**src/hdl/isp_pkg.sv**
```systemverilog
// ----------------------------------------------------------------------------
// isp_pkg - infix to postfix converter shared definitions
// Stack sizing, command codes, the command record and character classifiers.
// ----------------------------------------------------------------------------
package isp_pkg;

  localparam int STACK_DEPTH = 32;
  localparam int CNT_W       = $clog2(STACK_DEPTH + 1);
  localparam int ADDR_W      = $clog2(STACK_DEPTH);
  localparam int CHAR_W      = 8;
  localparam int PREC_W      = 2;
  localparam int CMD_W       = 3;
  localparam int CMDQ_DEPTH  = 2;
  localparam int QPTR_W      = $clog2(CMDQ_DEPTH);
  localparam int QCNT_W      = $clog2(CMDQ_DEPTH + 1);

  // command codes from the front end
  localparam logic [CMD_W-1:0] CMD_OPERAND  = 3'd0;
  localparam logic [CMD_W-1:0] CMD_OPENER   = 3'd1;
  localparam logic [CMD_W-1:0] CMD_OPERATOR = 3'd2;
  localparam logic [CMD_W-1:0] CMD_CLOSER   = 3'd3;
  localparam logic [CMD_W-1:0] CMD_END      = 3'd4;

  localparam logic [CHAR_W-1:0] CH_CARET  = 8'h5E;
  localparam logic [CHAR_W-1:0] CH_STAR   = 8'h2A;
  localparam logic [CHAR_W-1:0] CH_SLASH  = 8'h2F;
  localparam logic [CHAR_W-1:0] CH_PLUS   = 8'h2B;
  localparam logic [CHAR_W-1:0] CH_MINUS  = 8'h2D;
  localparam logic [CHAR_W-1:0] CH_LPAREN = 8'h28;
  localparam logic [CHAR_W-1:0] CH_RPAREN = 8'h29;
  localparam logic [CHAR_W-1:0] CH_LBRACE = 8'h7B;
  localparam logic [CHAR_W-1:0] CH_RBRACE = 8'h7D;
  localparam logic [CHAR_W-1:0] CH_LBRACK = 8'h5B;
  localparam logic [CHAR_W-1:0] CH_RBRACK = 8'h5D;
  localparam logic [CHAR_W-1:0] CH_NUL    = 8'h00;

  typedef struct packed {
    logic [CMD_W-1:0]  code;
    logic [CHAR_W-1:0] ch;
    logic [PREC_W-1:0] prec;
  } cmd_t;

  function automatic logic [PREC_W-1:0] prec_of(input logic [CHAR_W-1:0] c);
    logic [PREC_W-1:0] p;
    p = 2'd0;
    if (c == CH_CARET) p = 2'd3;
    else if (c == CH_STAR || c == CH_SLASH) p = 2'd2;
    else if (c == CH_PLUS || c == CH_MINUS) p = 2'd1;
    return p;
  endfunction

  function automatic logic is_opener(input logic [CHAR_W-1:0] c);
    return (c == CH_LPAREN) || (c == CH_LBRACE) || (c == CH_LBRACK);
  endfunction

  function automatic logic is_closer(input logic [CHAR_W-1:0] c);
    return (c == CH_RPAREN) || (c == CH_RBRACE) || (c == CH_RBRACK);
  endfunction

  function automatic logic is_operand(input logic [CHAR_W-1:0] c);
    return (c >= 8'h41 && c <= 8'h5A) || (c >= 8'h61 && c <= 8'h7A) ||
           (c >= 8'h30 && c <= 8'h39);
  endfunction

endpackage

```
**src/hdl/isp_if.sv**
```systemverilog
// ----------------------------------------------------------------------------
// isp_if - converter channel interfaces
// Valid/ready channels for input characters and postfix results.
// ----------------------------------------------------------------------------
interface isp_in_if;
  logic       valid;
  logic       ready;
  logic       kind;
  logic [7:0] in_char;

  modport source (output valid, kind, in_char, input ready);
  modport sink   (input valid, kind, in_char, output ready);
endinterface

interface isp_out_if;
  logic       valid;
  logic       ready;
  logic [7:0] out_char;
  logic       run_last;
  logic       expr_done;
  logic       error_flag;

  modport source (output valid, out_char, run_last, expr_done, error_flag, input ready);
  modport sink   (input valid, out_char, run_last, expr_done, error_flag, output ready);
endinterface

```
**src/hdl/isp_front.sv**
```systemverilog
// ----------------------------------------------------------------------------
// isp_front - input classifier
// Turns each input transaction into a command; unknown characters are dropped.
// ----------------------------------------------------------------------------
module isp_front import isp_pkg::*; (
  isp_in_if.sink     in_ch,
  output logic       cmd_valid,
  output cmd_t       cmd,
  input  logic       cmd_ready
);

  logic keep;

  always_comb begin
    keep      = 1'b1;
    cmd.ch    = in_ch.in_char;
    cmd.prec  = prec_of(in_ch.in_char);
    cmd.code  = CMD_OPERAND;
    priority if (in_ch.kind) begin
      cmd.code = CMD_END;
    end else if (is_opener(in_ch.in_char)) begin
      cmd.code = CMD_OPENER;
    end else if (is_operand(in_ch.in_char)) begin
      cmd.code = CMD_OPERAND;
    end else if (cmd.prec != '0) begin
      cmd.code = CMD_OPERATOR;
    end else if (is_closer(in_ch.in_char)) begin
      cmd.code = CMD_CLOSER;
    end else begin
      keep = 1'b0;
    end
  end

  // ignored characters are still taken, just not queued
  assign cmd_valid   = in_ch.valid && keep;
  assign in_ch.ready = cmd_ready;

endmodule

```
**src/hdl/isp_cmd_fifo.sv**
```systemverilog
// ----------------------------------------------------------------------------
// isp_cmd_fifo - command queue
// Small register FIFO between the classifier and the stack engine.
// ----------------------------------------------------------------------------
module isp_cmd_fifo import isp_pkg::*; (
  input  logic clk,
  input  logic rst_n,
  input  logic wr_valid,
  output logic wr_ready,
  input  cmd_t wr_data,
  output logic rd_valid,
  input  logic rd_ready,
  output cmd_t rd_data
);

  cmd_t              q_r [CMDQ_DEPTH];
  logic [QPTR_W-1:0] wptr_r, wptr_nxt;
  logic [QPTR_W-1:0] rptr_r, rptr_nxt;
  logic [QCNT_W-1:0] cnt_r, cnt_nxt;
  logic              do_wr, do_rd;

  assign wr_ready = cnt_r != QCNT_W'(CMDQ_DEPTH);
  assign rd_valid = cnt_r != '0;
  assign rd_data  = q_r[rptr_r];
  assign do_wr    = wr_valid && wr_ready;
  assign do_rd    = rd_valid && rd_ready;

  always_comb begin
    wptr_nxt = wptr_r;
    rptr_nxt = rptr_r;
    cnt_nxt  = cnt_r;
    if (do_wr) begin
      wptr_nxt = (wptr_r == QPTR_W'(CMDQ_DEPTH - 1)) ? '0 : wptr_r + QPTR_W'(1);
    end
    if (do_rd) begin
      rptr_nxt = (rptr_r == QPTR_W'(CMDQ_DEPTH - 1)) ? '0 : rptr_r + QPTR_W'(1);
    end
    if (do_wr && !do_rd) cnt_nxt = cnt_r + QCNT_W'(1);
    else if (!do_wr && do_rd) cnt_nxt = cnt_r - QCNT_W'(1);
  end

  always_ff @(posedge clk) begin
    if (!rst_n) begin
      wptr_r <= '0;
      rptr_r <= '0;
      cnt_r  <= '0;
    end else begin
      wptr_r <= wptr_nxt;
      rptr_r <= rptr_nxt;
      cnt_r  <= cnt_nxt;
    end
  end

  always_ff @(posedge clk) begin
    if (do_wr) q_r[wptr_r] <= wr_data;
  end

endmodule

```
**src/hdl/isp_back.sv**
```systemverilog
// ----------------------------------------------------------------------------
// isp_back - operator stack engine
// One stack operation per cycle, emitting ones only when the output stage is free;
// top and next entry sit in registers, deeper ones in a RAM with registered read.
// ----------------------------------------------------------------------------
module isp_back import isp_pkg::*; (
  input  logic        clk,
  input  logic        rst_n,
  input  logic        cmd_valid,
  output logic        cmd_ready,
  input  cmd_t        cmd,
  isp_out_if.source   out_ch
);

  logic [CHAR_W-1:0] stk_mem [STACK_DEPTH];

  logic [CNT_W-1:0]  cnt_r, cnt_nxt;
  logic [CHAR_W-1:0] top_r, top_nxt;
  logic [CHAR_W-1:0] below_r;
  logic              err_r, err_nxt;

  logic              out_vld_r;
  logic [CHAR_W-1:0] out_char_r;
  logic              out_last_r, out_done_r, out_err_r;

  logic              out_free, have, one, full;
  logic              emit, e_last, e_done, done, pop, push;
  logic [CHAR_W-1:0] e_char;
  logic [PREC_W-1:0] top_prec, below_prec;
  logic              wr_en;
  logic [CNT_W-1:0]  wr_idx, rd_idx;
  logic [ADDR_W-1:0] wr_addr, rd_addr;

  assign out_free   = !out_vld_r || out_ch.ready;
  assign have       = cnt_r != '0;
  assign one        = cnt_r == CNT_W'(1);
  assign full       = cnt_r == CNT_W'(STACK_DEPTH);
  assign top_prec   = prec_of(top_r);
  assign below_prec = prec_of(below_r);

  always_comb begin
    emit    = 1'b0;
    e_char  = top_r;
    e_last  = 1'b0;
    e_done  = 1'b0;
    done    = 1'b0;
    pop     = 1'b0;
    push    = 1'b0;
    err_nxt = err_r;
    top_nxt = top_r;
    if (cmd_valid) begin
      unique case (cmd.code)
        CMD_OPERAND: begin
          if (out_free) begin
            emit   = 1'b1;
            e_char = cmd.ch;
            e_last = 1'b1;
            done   = 1'b1;
          end
        end
        CMD_OPENER: begin
          done = 1'b1;
          if (full) err_nxt = 1'b1;
          else push = 1'b1;
        end
        CMD_OPERATOR: begin
          if (have && top_prec >= cmd.prec) begin
            if (out_free) begin
              emit   = 1'b1;
              e_last = one || (below_prec < cmd.prec);
              if (e_last) begin
                // final pop and the push share a cycle: replace the top
                top_nxt = cmd.ch;
                done    = 1'b1;
              end else begin
                pop = 1'b1;
              end
            end
          end else begin
            done = 1'b1;
            if (full) err_nxt = 1'b1;
            else push = 1'b1;
          end
        end
        CMD_CLOSER: begin
          if (!have) begin
            err_nxt = 1'b1;
            done    = 1'b1;
          end else if (is_opener(top_r)) begin
            pop  = 1'b1;
            done = 1'b1;
          end else if (out_free) begin
            emit   = 1'b1;
            e_last = one || is_opener(below_r);
            pop    = 1'b1;
            if (one) begin
              err_nxt = 1'b1;
              done    = 1'b1;
            end
          end
        end
        CMD_END: begin
          if (out_free) begin
            emit = 1'b1;
            if (have) begin
              pop = 1'b1;
            end else begin
              e_char  = CH_NUL;
              e_last  = 1'b1;
              e_done  = 1'b1;
              err_nxt = 1'b0;
              done    = 1'b1;
            end
          end
        end
        default: done = 1'b1;
      endcase
    end
  end

  always_comb begin
    cnt_nxt = cnt_r;
    wr_en   = 1'b0;
    if (push) begin
      wr_en   = have;
      cnt_nxt = cnt_r + CNT_W'(1);
    end else if (pop) begin
      cnt_nxt = cnt_r - CNT_W'(1);
    end
  end

  assign wr_idx  = cnt_r - CNT_W'(1);
  assign wr_addr = wr_idx[ADDR_W-1:0];
  assign rd_idx  = cnt_nxt - CNT_W'(2);
  assign rd_addr = rd_idx[ADDR_W-1:0];

  assign cmd_ready = done;

  always_ff @(posedge clk) begin
    if (!rst_n) begin
      cnt_r     <= '0;
      err_r     <= 1'b0;
      out_vld_r <= 1'b0;
    end else begin
      cnt_r <= cnt_nxt;
      err_r <= err_nxt;
      if (emit) out_vld_r <= 1'b1;
      else if (out_ch.ready) out_vld_r <= 1'b0;
    end
  end

  // payload and stack storage
  always_ff @(posedge clk) begin
    if (push) top_r <= cmd.ch;
    else if (pop) top_r <= below_r;
    else top_r <= top_nxt;
    if (wr_en) stk_mem[wr_addr] <= top_r;
    if (wr_en && wr_addr == rd_addr) below_r <= top_r;
    else below_r <= stk_mem[rd_addr];
    if (emit) begin
      out_char_r <= e_char;
      out_last_r <= e_last;
      out_done_r <= e_done;
      out_err_r  <= err_r;
    end
  end

  assign out_ch.valid      = out_vld_r;
  assign out_ch.out_char   = out_char_r;
  assign out_ch.run_last   = out_last_r;
  assign out_ch.expr_done  = out_done_r;
  assign out_ch.error_flag = out_err_r;

endmodule

```
**src/hdl/infix_to_postfix_converter_unit.sv**
```systemverilog
// ----------------------------------------------------------------------------
// infix_to_postfix_converter_unit - shunting-yard infix to postfix converter
// Character stream in, postfix character stream out, with a sticky error.
// ----------------------------------------------------------------------------
// Path: an input is held in the command queue, its results in the engine's
//   output register. Per item: an operand is emitted as is; an operator
//   pops each entry of equal or higher precedence, the push riding on the
//   last pop; a closer pops operators, then its opener; end pops every entry
//   then emits the terminator. One stack operation per cycle when output is free.
// Reset: rst_n synchronous, active low; clears stack count, error, queue, output.
module infix_to_postfix_converter_unit import isp_pkg::*; (
  input  logic       clk,
  input  logic       rst_n,
  isp_in_if.sink     in_ch,
  isp_out_if.source  out_ch
);

  // front end -> queue
  logic cf_valid, cf_ready;
  cmd_t cf_cmd;

  // queue -> stack engine
  logic qb_valid, qb_ready;
  cmd_t qb_cmd;

  // Classifier: one input transaction per cycle while the queue has room.
  // Unknown characters are consumed here and never reach the engine.
  isp_front u_front (
    .in_ch     (in_ch),
    .cmd_valid (cf_valid),
    .cmd       (cf_cmd),
    .cmd_ready (cf_ready)
  );

  // Two-entry queue decouples input stalls from stack work.
  isp_cmd_fifo u_fifo (
    .clk      (clk),
    .rst_n    (rst_n),
    .wr_valid (cf_valid),
    .wr_ready (cf_ready),
    .wr_data  (cf_cmd),
    .rd_valid (qb_valid),
    .rd_ready (qb_ready),
    .rd_data  (qb_cmd)
  );

  // Stack engine: pops/pushes one entry per cycle; results go through a registered
  // output stage, but while the sink stalls only work that emits nothing goes on.
  isp_back u_back (
    .clk       (clk),
    .rst_n     (rst_n),
    .cmd_valid (qb_valid),
    .cmd_ready (qb_ready),
    .cmd       (qb_cmd),
    .out_ch    (out_ch)
  );

endmodule

```
**src/flat_wrapper.sv**
```systemverilog
// flat-port wrapper written by rule: the top's interface ports become plain ports
module infix_to_postfix_converter_unit_flat import isp_pkg::*;
  (clk, rst_n, in_ch_valid, in_ch_kind, in_ch_in_char, in_ch_ready, out_ch_valid, out_ch_out_char, out_ch_run_last, out_ch_expr_done, out_ch_error_flag, out_ch_ready);
  isp_in_if in_ch_i ();
  isp_out_if out_ch_i ();
  input  logic clk;
  input  logic rst_n;
  input wire logic [$bits(in_ch_i.valid)-1:0] in_ch_valid;
  input wire logic [$bits(in_ch_i.kind)-1:0] in_ch_kind;
  input wire logic [$bits(in_ch_i.in_char)-1:0] in_ch_in_char;
  output wire logic [$bits(in_ch_i.ready)-1:0] in_ch_ready;
  output wire logic [$bits(out_ch_i.valid)-1:0] out_ch_valid;
  output wire logic [$bits(out_ch_i.out_char)-1:0] out_ch_out_char;
  output wire logic [$bits(out_ch_i.run_last)-1:0] out_ch_run_last;
  output wire logic [$bits(out_ch_i.expr_done)-1:0] out_ch_expr_done;
  output wire logic [$bits(out_ch_i.error_flag)-1:0] out_ch_error_flag;
  input wire logic [$bits(out_ch_i.ready)-1:0] out_ch_ready;
  assign in_ch_i.valid = in_ch_valid;
  assign in_ch_i.kind = in_ch_kind;
  assign in_ch_i.in_char = in_ch_in_char;
  assign in_ch_ready = in_ch_i.ready;
  assign out_ch_valid = out_ch_i.valid;
  assign out_ch_out_char = out_ch_i.out_char;
  assign out_ch_run_last = out_ch_i.run_last;
  assign out_ch_expr_done = out_ch_i.expr_done;
  assign out_ch_error_flag = out_ch_i.error_flag;
  assign out_ch_i.ready = out_ch_ready;
  infix_to_postfix_converter_unit u_core (.clk(clk), .rst_n(rst_n), .in_ch(in_ch_i), .out_ch(out_ch_i));
endmodule
```
**config.mk**
```make
export PLATFORM = sky130hd
export DESIGN_NAME = infix_to_postfix_converter_unit_flat
export DESIGN_NICKNAME = d
export VERILOG_FILES = /design/src/hdl/isp_pkg.sv /design/src/hdl/isp_if.sv /design/src/hdl/isp_front.sv /design/src/hdl/isp_cmd_fifo.sv /design/src/hdl/isp_back.sv /design/src/hdl/infix_to_postfix_converter_unit.sv /design/src/flat_wrapper.sv
export SDC_FILE = /design/constraint.sdc
export NUM_CORES = 1
export LEC_CHECK = 0
export BUFFER_PORTS_ARGS = -buffer_cell sky130_fd_sc_hd__buf_2
export CAP_MARGIN = 10
export CORE_MARGIN = 2
export CORE_UTILIZATION = 25
export CTS_CLUSTER_DIAMETER = 200
export DETAILED_ROUTE_END_ITERATION = 10
export HOLD_SLACK_MARGIN = 0.03
export SYNTH_ARGS = -nofsm -noshare
export SYNTH_HDL_FRONTEND = slang
export SYNTH_SLANG_ARGS = --single-unit
```
**constraint.sdc**
```tcl
create_clock -name clk -period 7.7 [get_ports clk]
set_clock_uncertainty 0.15 [all_clocks]
set_input_delay 0.77 -clock clk [delete_from_list [all_inputs] [get_ports clk]]
set_output_delay 0.77 -clock clk [all_outputs]
set_load 0.01 [all_outputs]
```
==> out/qor.yml <==
yosys_warnings: 0
reg2reg_slack_ps: 1890
setup_tns_ps: 0
internal_power_w: 0.003187
worst-setup-path-type: "flip-flop to flip-flop"
p_seq_share_pct: 47.5
drv_cap: 0
grt-ovfl-total: 0
core_area_um2: 53710
cts_root_buffer: "clkbuf_16"
path_clk_slew_ps: 70
power.density_nw_per_um2: 282.8
synth_area_leaders: "edfxtp_1 67%, mux4_2 10%, mux2i_1 3.2%, dfxtp_1 2.7%, nor2_1 1.9%"
yosys_most_used_dff: "edfxtp_1"
seq_area_frac_synth_pct: 69.30
status: "completed"
netlist_instances: 819
setup_ws_ps: 1888
pin_count: 26
reg2regPathDepth: 20
dpl_cell_area_um2: 14470
synth_edf_count: 301
grt_max_degree: 44
p_comb_share_pct: 18.0
pre_cts_ws_ps: 1907
clock_sinks: 319
antenna_found_initial: 2
power_leakage_nw: 5.031
worst_slew_pin_slew_ps: 1185
maxSlewViolCount: 0
synth_nets: 844
swShare_pct: 27.27
synth_area_um2: 13560
required_ps: 8050
cts_buffer_depth: 3
timing.hold.ws_ps: 275.5
slew_headroom_pct: 21.03
endpoint_kind: "flip-flop"
track_usage_pct: 10.59
ys_ff_latch: 319
period_needed_ps: 5812
drc: 0
cts_inserted_buffers: 31
fmax_mhz: 172.0
worstPathMaxFanout: 43
routed_wl_um: 30280
post_cts_resized: 0
avgSynthCellArea_um2: 16.56
drt-pass1-iter-count: 5
arrival_ps: 6170
fin_area_um2: 15500
final_nets: 879
ant_nets: 0
vdd_drop_max_mv: 0.1738
grt_pass1_vias: 7448
cts_hold_buf: 0
period_share_pct: 75.49
start_util_pct: 25.25
diodes: 0
start_kind: "flip-flop"
layout-drive-gt1-share_pct: 18.47
rsz0062_at_grt: "false"
io_buffers: 25
hold_path_class: "primary input to flip-flop"
r2r-end: "u_core.u_fifo.cnt_r[1]$_SDFFE_PN0P_"
tritoncts: "yes"
yosys.cell_types.count: 61
grt_pass1_wl_um: 45820
clkPwrFrac_pct: 34.6
hold_viol_final: 0
finalSetupViolCount: 0
vias: 7416
dpl.cell_count: 1516
cts_setup_buffers: 0
drt_iter0_drc: 804
hpwl_um: 19310
synth_largest_area_cell: "edfxtp_1"
clk-insertion-delay-late_ps: 570
viasPerCell: 4.715
gp_congestion: 0.8209
async_flop_share_pct: 0
netlist.area_leader.share_pct: 66.64
drt-wirelength-per-cell_um: 19.25
p_sw_w: 0.001195
fp.dieW_um: 236.9
die_y_um: 236.9
die_area_um2: 56130
final_cells: 1573
endpoint: "u_core.u_fifo.cnt_r[1]$_SDFFE_PN0P_"
rows: 85
area_growth_pct: 14.27
htreeDepth: 1
min_from: "in_ch_kind"
-- layout by cell type (no fill, tap or decap), drive strengths merged, types with 5 or more instances in the layout --
| master | count |
|---|---|
| edfxtp | 301 |
| nor2 | 69 |
| mux4 | 61 |
| mux2i | 43 |
| clkbuf | 42 |
| nand2 | 40 |
| buf | 38 |
| a21oi | 27 |
| o21ai | 26 |
| dfxtp | 18 |
| nand2b | 16 |
| inv | 13 |
| ha | 12 |
| o22ai | 11 |
| nor3 | 10 |
| nand3 | 9 |
| a22oi | 9 |
| mux2 | 8 |
| nor2b | 8 |
| xor2 | 8 |
| nand3b | 7 |
| and2 | 7 |
| nor4 | 7 |
| clkinv | 7 |
| or3 | 6 |
| xnor2 | 5 |
| a211oi | 5 |
-- area by class of cell --
class,count,area [µm²]
Inverter,11,41.29
Timing Repair Buffer,38,242.7
Clock buffer,42,817.0
Sequential cell,319,9407
Fill cell,5252,38210
Tap cell,696,870.8
Multi-Input combinational cell,453,3933
Clock inverter,14,187.7
-- metrics by stage --
stage | total power, W | utilization [%]
floorplan | 0.002657 | -
global placement | 0.002887 | 26.94
detailed placement | 0.002896 | 26.94
CTS | 0.004407 | 28.81
global route | 0.004549 | 28.86
finish | 0.004382 | 28.86
-- synth_stat cells (6+ instances only) --
| cell | n |
|---|---|
| mux4_2 | 61 |
| nor4_1 | 6 |
| mux2_2 | 8 |
| o22ai_1 | 11 |
| ha_1 | 12 |
| a21oi_1 | 27 |
| dfxtp_1 | 18 |
| a22oi_1 | 9 |
| nor2b_1 | 8 |
| mux2i_1 | 43 |
| edfxtp_1 | 301 |
| nor2_1 | 69 |
| nand3_1 | 9 |
| xor2_1 | 8 |
| nand2_1 | 40 |
| nand2b_1 | 16 |
| and2_1 | 7 |
| nor3_1 | 10 |
| or3_1 | 6 |
| nand3b_1 | 7 |
| clkbuf_1 | 20 |
| o21ai_0 | 26 |
| inv_1 | 11 |
-- worst min-delay path by stage --
stage,endpoint,slack [ps],cells after the start
after floorplan,u_core.u_back.out_ch.error_flag$_DFFE_PP_,260,0
after global placement,u_core.u_back.out_ch.error_flag$_DFFE_PP_,300,0
after detailed placement,u_core.u_back.out_ch.error_flag$_DFFE_PP_,280,0
after CTS,u_core.u_fifo.q_r[0][12]$_DFFE_PP_,260,1
after global routing,u_core.u_fifo.q_r[1][8]$_DFFE_PP_,270,1
final,u_core.u_fifo.q_r[0][12]$_DFFE_PP_,280,1
-- power groups by stage --
stage	combinational, W	clock, W	sequential [W]
final	0.000787	0.00152	0.00208
after global routing	0.000859	0.00160	0.00209
after CTS	0.000781	0.00154	0.00209
after detailed placement	0.000774	0	0.00212
after global placement	0.000767	0	0.00212
after floorplan	0.000598	0	0.00206
-- critical path, cell delays in order, from the launching register on --
cell,delay [ps]
dfxtp_4,900
buf_4,440
mux4_2,540
mux4_2,530
mux2_2,330
nand3_1,160
nor2_1,60
a21oi_1,120
mux2i_1,90
and3_1,160
ha_1,190
nor2_1,170
nor2_1,60
a41o_1,240
o21ai_0,370
a21oi_1,130
nor2_1,100
o22ai_1,130
ha_1,350
or3_1,380
a21oi_1,140
-- routing by layer --
metal | global-route usage (%) | up-vias | wire length (µm)
met5 | 0 | - | 13
met4 | 2.877 | 2 | 861
met3 | 1.924 | 59 | 1845
met2 | 17.28 | 240 | 14220
met1 | 14.49 | 3791 | 13330
li1 | - | 3324 | -
-- kinds of logic after synthesis --
family,after synthesis,share of synthesized area (%)
adder cells (fa/ha/maj),12,1.107
AO/OA/AOI/OAI,113,5.535
flip-flops,319,69.30
AND/OR/NAND/NOR,203,7.546
multiplexers,112,13.97
XOR/XNOR,13,0.8395
buffers and inverters,47,1.707
-- state kept, by name (all words and copies together), names as in the netlist, 2 cells and up, named ones only --
signal                         count
u_core.u_back.cnt_r                6
u_core.u_back.out_ch.out_char      8
u_core.u_back.stk_mem            256
u_core.u_back.top_r                8
u_core.u_fifo.cnt_r                2
u_core.u_fifo.q_r                 26
No activity file was read; power rests on OpenSTA's default activity.
